[src/hw/rtl/crsfdec_pkg.sv]
`timescale 1ns / 1ps
// Shared types, constants and the CRC-8 step for the CRSF channel decoder.
// No dependencies; every other file of the decoder imports this package.
package crsfdec_pkg;

    localparam int MAX_FRAME_LENGTH = 62;
    localparam int MIN_FRAME_LENGTH = 2;
    localparam int CHANNEL_COUNT    = 16;
    localparam int PAYLOAD_DEPTH    = 22;
    localparam int PAYLOAD_BITS     = PAYLOAD_DEPTH * 8;
    localparam int PAYLOAD_IDX_W    = $clog2(PAYLOAD_DEPTH);
    localparam int QUEUE_DEPTH      = 2;

    localparam int BYTE_W     = 8;
    localparam int POS_W      = 6;
    localparam int CH_IDX_W   = 4;
    localparam int CH_VALUE_W = 11;
    localparam int STATUS_W   = 2;
    localparam int TDATA_OUT_W = ((CH_IDX_W + CH_VALUE_W + 7) / 8) * 8;

    localparam int CFG_IDX_W  = 1;
    localparam int CFG_DATA_W = 8;

    localparam logic [CFG_IDX_W-1:0] CFG_SYNC_ADDRESS   = 1'd0;
    localparam logic [CFG_IDX_W-1:0] CFG_CHANNEL_LENGTH = 1'd1;

    localparam logic [7:0]       SYNC_ADDRESS_RESET = 8'hC8;
    localparam logic [POS_W-1:0] CHAN_LENGTH_RESET  = 6'd24;
    localparam logic [7:0]       CRC_POLY           = 8'hD5;

    // Byte position codes; two and up count bytes taken so far
    localparam logic [POS_W-1:0] POS_HUNT          = 6'd0;
    localparam logic [POS_W-1:0] POS_LENGTH        = 6'd1;
    localparam logic [POS_W-1:0] POS_TYPE          = 6'd2;
    localparam logic [POS_W-1:0] POS_FIRST_PAYLOAD = 6'd3;

    typedef enum logic [STATUS_W-1:0] {
        ST_CHANNELS_OK  = 2'd0,
        ST_CRC_MISMATCH = 2'd1,
        ST_OTHER_LENGTH = 2'd2
    } t_status;

    typedef enum logic {
        BK_IDLE = 1'b0,
        BK_EMIT = 1'b1
    } t_back_state;

    // One finished frame handed from front to back
    typedef struct packed {
        t_status                 status;
        logic [PAYLOAD_BITS-1:0] payload;
    } t_desc;

    function automatic logic [7:0] crc8_update(input logic [7:0] crc,
                                               input logic [7:0] data);
        logic [7:0] c;
        c = crc ^ data;
        for (int i = 0; i < 8; i++) begin
            c = c[7] ? ({c[6:0], 1'b0} ^ CRC_POLY) : {c[6:0], 1'b0};
        end
        return c;
    endfunction

endpackage

[src/hw/rtl/crsfdec_front.sv]
`timescale 1ns / 1ps
// Front end: frame sync hunt, length check, CRC-8 and payload store.
// Pushes one descriptor per completed frame. Depends on crsfdec_pkg.
module crsfdec_front import crsfdec_pkg::*; (
    input  logic                  i_clk,
    input  logic                  i_rst_n,
    input  logic                  i_cfg_we,
    input  logic [CFG_IDX_W-1:0]  i_cfg_idx,
    input  logic [CFG_DATA_W-1:0] i_cfg_data,
    input  logic                  i_byte_valid,
    input  logic [BYTE_W-1:0]     i_byte,
    output logic                  o_byte_ready,
    output logic                  o_push_valid,
    output t_desc                 o_push_desc,
    input  logic                  i_push_ready
);

    logic [7:0]       r_sync_addr, n_sync_addr;
    logic [POS_W-1:0] r_chan_len, n_chan_len;
    logic [POS_W-1:0] r_pos, n_pos;
    logic [POS_W-1:0] r_len, n_len;
    logic [7:0]       r_crc, n_crc;
    logic [7:0]       r_store [PAYLOAD_DEPTH];

    logic                     accept;
    logic                     store_we;
    logic [PAYLOAD_IDX_W-1:0] store_idx;
    logic [PAYLOAD_BITS-1:0]  payload;
    t_status                  status;

    // Only the CRC byte pushes, so stall input whenever the queue is full
    assign o_byte_ready = i_push_ready;
    assign accept       = i_byte_valid && o_byte_ready;
    assign store_idx    = PAYLOAD_IDX_W'(r_pos - POS_FIRST_PAYLOAD);

    always_comb begin
        for (int i = 0; i < PAYLOAD_DEPTH; i++) begin
            payload[i*8 +: 8] = r_store[i];
        end
    end

    always_comb begin
        n_sync_addr  = r_sync_addr;
        n_chan_len   = r_chan_len;
        n_pos        = r_pos;
        n_len        = r_len;
        n_crc        = r_crc;
        store_we     = 1'b0;
        o_push_valid = 1'b0;
        status       = ST_CHANNELS_OK;

        if (i_cfg_we) begin
            case (i_cfg_idx)
                CFG_SYNC_ADDRESS:   n_sync_addr = i_cfg_data[7:0];
                CFG_CHANNEL_LENGTH: n_chan_len  = i_cfg_data[POS_W-1:0];
                default: ;
            endcase
        end

        if (accept) begin
            case (r_pos)
                POS_HUNT: begin
                    if (i_byte == r_sync_addr) n_pos = POS_LENGTH;
                end
                POS_LENGTH: begin
                    if (i_byte < 8'(MIN_FRAME_LENGTH) || i_byte > 8'(MAX_FRAME_LENGTH)) begin
                        n_pos = POS_HUNT;
                    end else begin
                        n_len = i_byte[POS_W-1:0];
                        n_crc = 8'd0;
                        n_pos = POS_TYPE;
                    end
                end
                default: begin
                    if (r_pos <= r_len) begin
                        n_crc = crc8_update(r_crc, i_byte);
                        // payload bytes past the store end only feed the CRC
                        store_we = (r_pos >= POS_FIRST_PAYLOAD) &&
                                   (r_pos < POS_FIRST_PAYLOAD + POS_W'(PAYLOAD_DEPTH));
                        n_pos = r_pos + 6'd1;
                    end else begin
                        n_pos        = POS_HUNT;
                        o_push_valid = 1'b1;
                        if (i_byte != r_crc) begin
                            status = ST_CRC_MISMATCH;
                        end else if (r_len != r_chan_len) begin
                            status = ST_OTHER_LENGTH;
                        end
                    end
                end
            endcase
        end
    end

    assign o_push_desc.status  = status;
    assign o_push_desc.payload = payload;

    always_ff @(posedge i_clk) begin
        if (!i_rst_n) begin
            r_sync_addr <= SYNC_ADDRESS_RESET;
            r_chan_len  <= CHAN_LENGTH_RESET;
            r_pos       <= POS_HUNT;
            r_len       <= '0;
            r_crc       <= '0;
        end else begin
            r_sync_addr <= n_sync_addr;
            r_chan_len  <= n_chan_len;
            r_pos       <= n_pos;
            r_len       <= n_len;
            r_crc       <= n_crc;
        end
    end

    always_ff @(posedge i_clk) begin
        if (store_we) r_store[store_idx] <= i_byte;
    end

endmodule

[src/hw/rtl/crsfdec_queue.sv]
`timescale 1ns / 1ps
// Short frame descriptor queue between front and back of the decoder.
// Depends on crsfdec_pkg for the descriptor type and depth.
module crsfdec_queue import crsfdec_pkg::*; (
    input  logic  i_clk,
    input  logic  i_rst_n,
    input  logic  i_push_valid,
    input  t_desc i_push_desc,
    output logic  o_push_ready,
    output logic  o_pop_valid,
    output t_desc o_pop_desc,
    input  logic  i_pop_ready
);

    localparam int PTR_W = (QUEUE_DEPTH > 1) ? $clog2(QUEUE_DEPTH) : 1;
    localparam int CNT_W = $clog2(QUEUE_DEPTH + 1);
    localparam logic [PTR_W-1:0] PTR_LAST = PTR_W'(QUEUE_DEPTH - 1);

    t_desc            r_entry [QUEUE_DEPTH];
    logic [PTR_W-1:0] r_wr_ptr, n_wr_ptr;
    logic [PTR_W-1:0] r_rd_ptr, n_rd_ptr;
    logic [CNT_W-1:0] r_count, n_count;
    logic             push, pop;

    assign o_push_ready = (r_count != CNT_W'(QUEUE_DEPTH));
    assign o_pop_valid  = (r_count != '0);
    assign o_pop_desc   = r_entry[r_rd_ptr];
    assign push         = i_push_valid && o_push_ready;
    assign pop          = o_pop_valid && i_pop_ready;

    always_comb begin
        n_wr_ptr = r_wr_ptr;
        n_rd_ptr = r_rd_ptr;
        n_count  = r_count;
        if (push) n_wr_ptr = (r_wr_ptr == PTR_LAST) ? '0 : r_wr_ptr + 1'b1;
        if (pop)  n_rd_ptr = (r_rd_ptr == PTR_LAST) ? '0 : r_rd_ptr + 1'b1;
        if (push && !pop) n_count = r_count + 1'b1;
        else if (pop && !push) n_count = r_count - 1'b1;
    end

    always_ff @(posedge i_clk) begin
        if (!i_rst_n) begin
            r_wr_ptr <= '0;
            r_rd_ptr <= '0;
            r_count  <= '0;
        end else begin
            r_wr_ptr <= n_wr_ptr;
            r_rd_ptr <= n_rd_ptr;
            r_count  <= n_count;
        end
    end

    always_ff @(posedge i_clk) begin
        if (push) r_entry[r_wr_ptr] <= i_push_desc;
    end

endmodule

[src/hw/rtl/crsfdec_back.sv]
`timescale 1ns / 1ps
// Back end: turns a frame descriptor into channel or status results.
// Unpacks 11-bit channels by shifting the payload. Depends on crsfdec_pkg.
module crsfdec_back import crsfdec_pkg::*; (
    input  logic                   i_clk,
    input  logic                   i_rst_n,
    input  logic                   i_pop_valid,
    input  t_desc                  i_pop_desc,
    output logic                   o_pop_ready,
    output logic                   o_valid,
    input  logic                   i_ready,
    output logic [CH_IDX_W-1:0]    o_channel_index,
    output logic [CH_VALUE_W-1:0]  o_channel_value,
    output t_status                o_frame_status,
    output logic                   o_last
);

    localparam logic [CH_IDX_W-1:0] CH_LAST = CH_IDX_W'(CHANNEL_COUNT - 1);

    t_back_state             r_state, n_state;
    t_status                 r_status;
    logic [PAYLOAD_BITS-1:0] r_shift;
    logic [CH_IDX_W-1:0]     r_ch;
    logic                    fire, load;

    // next state
    always_comb begin
        n_state = r_state;
        case (r_state)
            BK_IDLE: if (i_pop_valid) n_state = BK_EMIT;
            BK_EMIT: if (fire && o_last && !i_pop_valid) n_state = BK_IDLE;
            default: n_state = BK_IDLE;
        endcase
    end

    // outputs
    always_comb begin
        o_valid         = (r_state == BK_EMIT);
        o_last          = (r_status != ST_CHANNELS_OK) || (r_ch == CH_LAST);
        fire            = o_valid && i_ready;
        o_pop_ready     = (r_state == BK_IDLE) || (fire && o_last);
        load            = o_pop_ready && i_pop_valid;
        o_frame_status  = r_status;
        o_channel_index = r_ch;
        o_channel_value = (r_status == ST_CHANNELS_OK) ? r_shift[CH_VALUE_W-1:0] : '0;
    end

    always_ff @(posedge i_clk) begin
        if (!i_rst_n) begin
            r_state <= BK_IDLE;
        end else begin
            r_state <= n_state;
        end
    end

    // advance to the next channel: drop the 11 bits just sent
    always_ff @(posedge i_clk) begin
        if (load) begin
            r_status <= i_pop_desc.status;
            r_shift  <= i_pop_desc.payload;
            r_ch     <= '0;
        end else if (fire) begin
            r_shift  <= r_shift >> CH_VALUE_W;
            r_ch     <= r_ch + 1'b1;
        end
    end

endmodule

[src/hw/rtl/crsf_frame_channel_decoder.sv]
`timescale 1ns / 1ps
// CRSF RC-channel frame decoder. Takes one received byte per cycle on the input stream
// and stalls input only while both entries of the frame queue are full. Each frame ends
// with a CRC-8 (poly 0xD5) check; a good frame of the channel length gives 16 results,
// one per cycle while the output is ready, from the back end's payload shift register;
// any other frame within the length bounds gives one status result.
// Top level; instantiates crsfdec_front, crsfdec_queue and crsfdec_back (crsfdec_pkg).
module crsf_frame_channel_decoder import crsfdec_pkg::*; (
    input  logic                   i_clk,
    input  logic                   i_rst_n,
    input  logic                   i_cfg_we,
    input  logic [CFG_IDX_W-1:0]   i_cfg_idx,
    input  logic [CFG_DATA_W-1:0]  i_cfg_data,
    input  logic                   i_s_axis_tvalid,
    output logic                   o_s_axis_tready,
    input  logic [BYTE_W-1:0]      i_s_axis_tdata,   // [7:0] rx_byte
    output logic                   o_m_axis_tvalid,
    input  logic                   i_m_axis_tready,
    output logic [TDATA_OUT_W-1:0] o_m_axis_tdata,   // [3:0] channel_index,
                                                     // [14:4] channel_value, [15] zero
    output logic [STATUS_W-1:0]    o_m_axis_tuser,   // [1:0] frame_status
    output logic                   o_m_axis_tlast    // last_of_frame
);

    logic                  push_valid, push_ready, pop_valid, pop_ready;
    t_desc                 push_desc, pop_desc;
    logic [CH_IDX_W-1:0]   ch_index;
    logic [CH_VALUE_W-1:0] ch_value;
    t_status               frame_status;

    crsfdec_front u_front (
        .i_clk        (i_clk),
        .i_rst_n      (i_rst_n),
        .i_cfg_we     (i_cfg_we),
        .i_cfg_idx    (i_cfg_idx),
        .i_cfg_data   (i_cfg_data),
        .i_byte_valid (i_s_axis_tvalid),
        .i_byte       (i_s_axis_tdata),
        .o_byte_ready (o_s_axis_tready),
        .o_push_valid (push_valid),
        .o_push_desc  (push_desc),
        .i_push_ready (push_ready)
    );

    crsfdec_queue u_queue (
        .i_clk        (i_clk),
        .i_rst_n      (i_rst_n),
        .i_push_valid (push_valid),
        .i_push_desc  (push_desc),
        .o_push_ready (push_ready),
        .o_pop_valid  (pop_valid),
        .o_pop_desc   (pop_desc),
        .i_pop_ready  (pop_ready)
    );

    crsfdec_back u_back (
        .i_clk           (i_clk),
        .i_rst_n         (i_rst_n),
        .i_pop_valid     (pop_valid),
        .i_pop_desc      (pop_desc),
        .o_pop_ready     (pop_ready),
        .o_valid         (o_m_axis_tvalid),
        .i_ready         (i_m_axis_tready),
        .o_channel_index (ch_index),
        .o_channel_value (ch_value),
        .o_frame_status  (frame_status),
        .o_last          (o_m_axis_tlast)
    );

    assign o_m_axis_tdata = {{(TDATA_OUT_W - CH_IDX_W - CH_VALUE_W){1'b0}}, ch_value, ch_index};
    assign o_m_axis_tuser = frame_status;

endmodule

[config.mk]
export PLATFORM = sky130hd
export DESIGN_NAME = crsf_frame_channel_decoder
export DESIGN_NICKNAME = d
export VERILOG_FILES = /design/src/hw/rtl/crsfdec_pkg.sv /design/src/hw/rtl/crsfdec_front.sv /design/src/hw/rtl/crsfdec_queue.sv /design/src/hw/rtl/crsfdec_back.sv /design/src/hw/rtl/crsf_frame_channel_decoder.sv
export SDC_FILE = /design/constraint.sdc
export NUM_CORES = 1
export LEC_CHECK = 0
export ABC_AREA = 1
export BUFFER_PORTS_ARGS = -buffer_cell sky130_fd_sc_hd__buf_2
export CORE_ASPECT_RATIO = 1.4
export CORE_UTILIZATION = 62
export CTS_CLUSTER_DIAMETER = 150
export CTS_CLUSTER_SIZE = 28
export DETAILED_ROUTE_END_ITERATION = 16
export PLACE_DENSITY = 0.77
export SETUP_SLACK_MARGIN = 0.05
export SKIP_CTS_REPAIR_TIMING = 1
export SLEW_MARGIN = 10
export SYNTH_ARGS = -nofsm -noshare
export SYNTH_HDL_FRONTEND = slang
export SYNTH_SLANG_ARGS = --single-unit
[constraint.sdc]
create_clock -name i_clk -period 12.5 [get_ports i_clk]
set_input_delay 2.5 -clock i_clk [delete_from_list [all_inputs] [get_ports i_clk]]
set_output_delay 2.5 -clock i_clk [all_outputs]
set_load 0.005 [all_outputs]
==> results.md <==
* Final ANT Viol Nets at 0
* Cells after synthesis at 1,988
* Worst hold slack at 443.9 ps
* Syn_nets at 2,025
* Synth warnings at 0
* Final setup vio count at 0
* Placed wire-length estimate at 29,850 um
* Remaining DRCs at 0
* Worst EP required at 12,750 ps
* Final Non-Filler Cells at 2,576
* Critical path startpoint category: primary input
* Bufs on Longest Clock Path at 3
* Initial Utilization at 0.6301
* Routed len/inst at 20.54 um
* H-Tree Depth at 1
* Max incr delay on CP at 900 ps
* Critical-path cell list: buf_2 -> nand2_2 -> inv_2 -> nand2_1 -> a21oi_4 -> buf_4 -> inv_1 -> nand2_4 -> buf_4 -> buf_4
* Chip Height at 252.7 um
* Filler cells at 2,996
* Tmin final at 6326 ps
* CTS tree: yes
* Fmax at 158.1 MHz
* Final Slew Violations at 0
* # nets final at 2,031
* Cell mode on critical path: buf_4
* Core Box Area at 44,180 sq um
* Diodes inserted at 0
* Status: finished clean
* Final period util at 0.5061
* GRT Total Usage at 0.2326
* PD cells at 215.9 nW/um^2
* Maximum VDD drop at 0.1663 mV
* Post-layout instance area at 29,370 sq um
* Crit path kind: primary input to flip-flop
* Clk sink count at 754
* Placer congestion estimate at 0.8977
* Routed WL at 52,910 um
* Die area at 45,760 sq um
* Worst skew pair latency at 610 ps
* Final core occ at 0.6649
* Final Skew at 12.93 ps
* Drt via density at 5.951
* Worst setup margin at 6174 ps
* CP endpoint kind: flip-flop
* Final Hold Fails at 0
* CP Max Fanout at 76
* RSZ-0062 raised after global routing: false
* Placed Area at 28,490 sq um
* Pleak at 9.956 nW
* Post-synthesis sequential element count at 754
* Drt first pass iters at 5
* Width of the die at 181.1 um
* Global-route wire length before repair at 81,320 um
* Num CTS Buffers at 30
* Dpl ws at 5529 ps
* Area grow syn2layout at 5.524%
* CTS clock-pin slew for the worst setup and hold paths at 110 ps
* Data arrival, critical path at 6580 ps
* Port buffer count at 41
* Hold WC Path Type: flip-flop to flip-flop
* Max-slew headroom at 0.1361
* Mean Syn Cell Area at 14.00 sq um
* Initial DRC Count at 1,340
* Total grt overflow at 0
* Num rows at 91
* Worst path slowest cell: buf_4
* Initial antenna violation count at 0
* Yosys cell types at 35
* Mapped Area at 27,840 sq um
* Clock root buffer: clkbuf_16
* Slew @ Worst Pin at 1296 ps
* Largest delay share family, worst path: buffers and inverters
* Post-synthesis sequential area ratio at 0.7976
* Vias at 15,330
* I/O pins at 43
* Max Cap Viol at 0
* Pwr Total at 6.342 mW
* Vias in the first global route at 15,260
* Post-Place Cells at 2,520
* Setup_tns at 0 ps
* Share of cells above drive strength 1 at 0.06244
* Largest net degree at the start of global routing at 179
* Buf+Inv Stages, Crit Path at 6
[cell families after synthesis]
| kind of cell | count (synthesis) | synth area share |
|---|---|---|
| buf+inv | 156 | 0.02472 |
| compound gates | 235 | 0.05043 |
| fa+ha+maj | 15 | 0.006742 |
| xor+xnor | 20 | 0.006293 |
| flops | 754 | 0.7976 |
| simple gates | 807 | 0.1141 |
| other cells | 1 | 0.0001347 |
[cell usage after synthesis]
library cell | number | area, sq um
nand3_1 | 38 | 190.2
nand4_2 | 1 | 12.51
or2_1 | 5 | 31.28
clkinv_1 | 1 | 3.750
or2_2 | 3 | 18.77
nand2_4 | 1 | 11.26
nand3_2 | 1 | 10.01
o21ai_2 | 1 | 8.760
nand2_2 | 9 | 56.30
a21oi_4 | 1 | 16.27
nor3_1 | 6 | 30.03
clkbuf_1 | 44 | 165.2
nor2_2 | 3 | 18.77
buf_4 | 18 | 135.1
edfxtp_1 | 710 | 21320
xnor2_1 | 7 | 61.31
buf_6 | 1 | 11.26
nand3b_1 | 1 | 7.510
dfxtp_1 | 44 | 880.8
buf_2 | 22 | 110.1
nand2_1 | 488 | 1832
inv_2 | 11 | 41.29
a21o_1 | 1 | 7.510
a21oi_1 | 39 | 195.2
nand4_1 | 4 | 25.02
o22ai_1 | 1 | 6.260
a31oi_1 | 165 | 1032
inv_1 | 59 | 221.5
nor4_1 | 2 | 12.51
nor2_1 | 245 | 919.6
xor2_1 | 13 | 113.9
conb_1 | 1 | 3.750
o21ai_0 | 26 | 130.1
o211ai_1 | 1 | 7.510
ha_1 | 15 | 187.7
[power breakdown]
| group | internal, mW | switching [mW] |
|---|---|---|
| logic | 0.445 | 1.18 |
| clock network | 0.479 | 0.686 |
| registers | 3.40 | 0.157 |
[area by class of cell]
class                   instances  area [sq um]  area share
flip-flops and latches        754         22210      0.7560
well taps                     558         698.2     0.02377
inverters                      71         269.0    0.009158
multi-input cells            1078          4969      0.1692
repair buffers                 59         352.8     0.01201
clock buffers                  56         879.6     0.02995
[flip-flops by register name (all words and copies together) (netlist names), 2 cells and up, named ones only]
name                    flops
u_front.r_len               6
u_front.r_pos               6
u_queue.r_count             2
u_front.r_chan_len          6
u_front.r_sync_addr         8
u_back.o_frame_status       2
u_back.o_channel_index      4
u_queue.r_entry           356
u_back.r_shift            176
u_front.r_store           176
u_front.r_crc               8
[cells in the final DEF, fill, tap and decap left out, drive strengths merged]
master	n
buf	59
conb	1
nand2	498
o211ai	1
nand3b	1
o22ai	1
a21o	1
nand4	5
ha	15
a31oi	165
or2	8
nor2	248
nor3	6
clkbuf	56
xnor2	7
dfxtp	44
nand3	39
clkinv	1
edfxtp	710
xor2	13
nor4	2
a21oi	40
inv	70
o21ai	27
[worst paths after layout]
check / slack (ps) / depth (start not counted) / end / start
min reg2reg: 440 / 0 / u_queue.r_entry[1][123] / u_front.r_store[15][3]
min: 440 / 0 / u_queue.r_entry[1][123] / u_front.r_store[15][3]
max: 6170 / 10 / u_back.r_shift[65] / i_m_axis_tready
max reg2reg: 7580 / 9 / u_back.r_shift[65] / u_back.o_valid
[layer usage]
metal  up-vias  wire, um  global-route usage
met2       566     28670              0.4357
li1       7067         -                   -
met4         0      1386             0.07458
met1      7594     19670              0.2818
met3       102      3194             0.02421
met5         -         0                   0
Power figures use the tool's default switching activity.
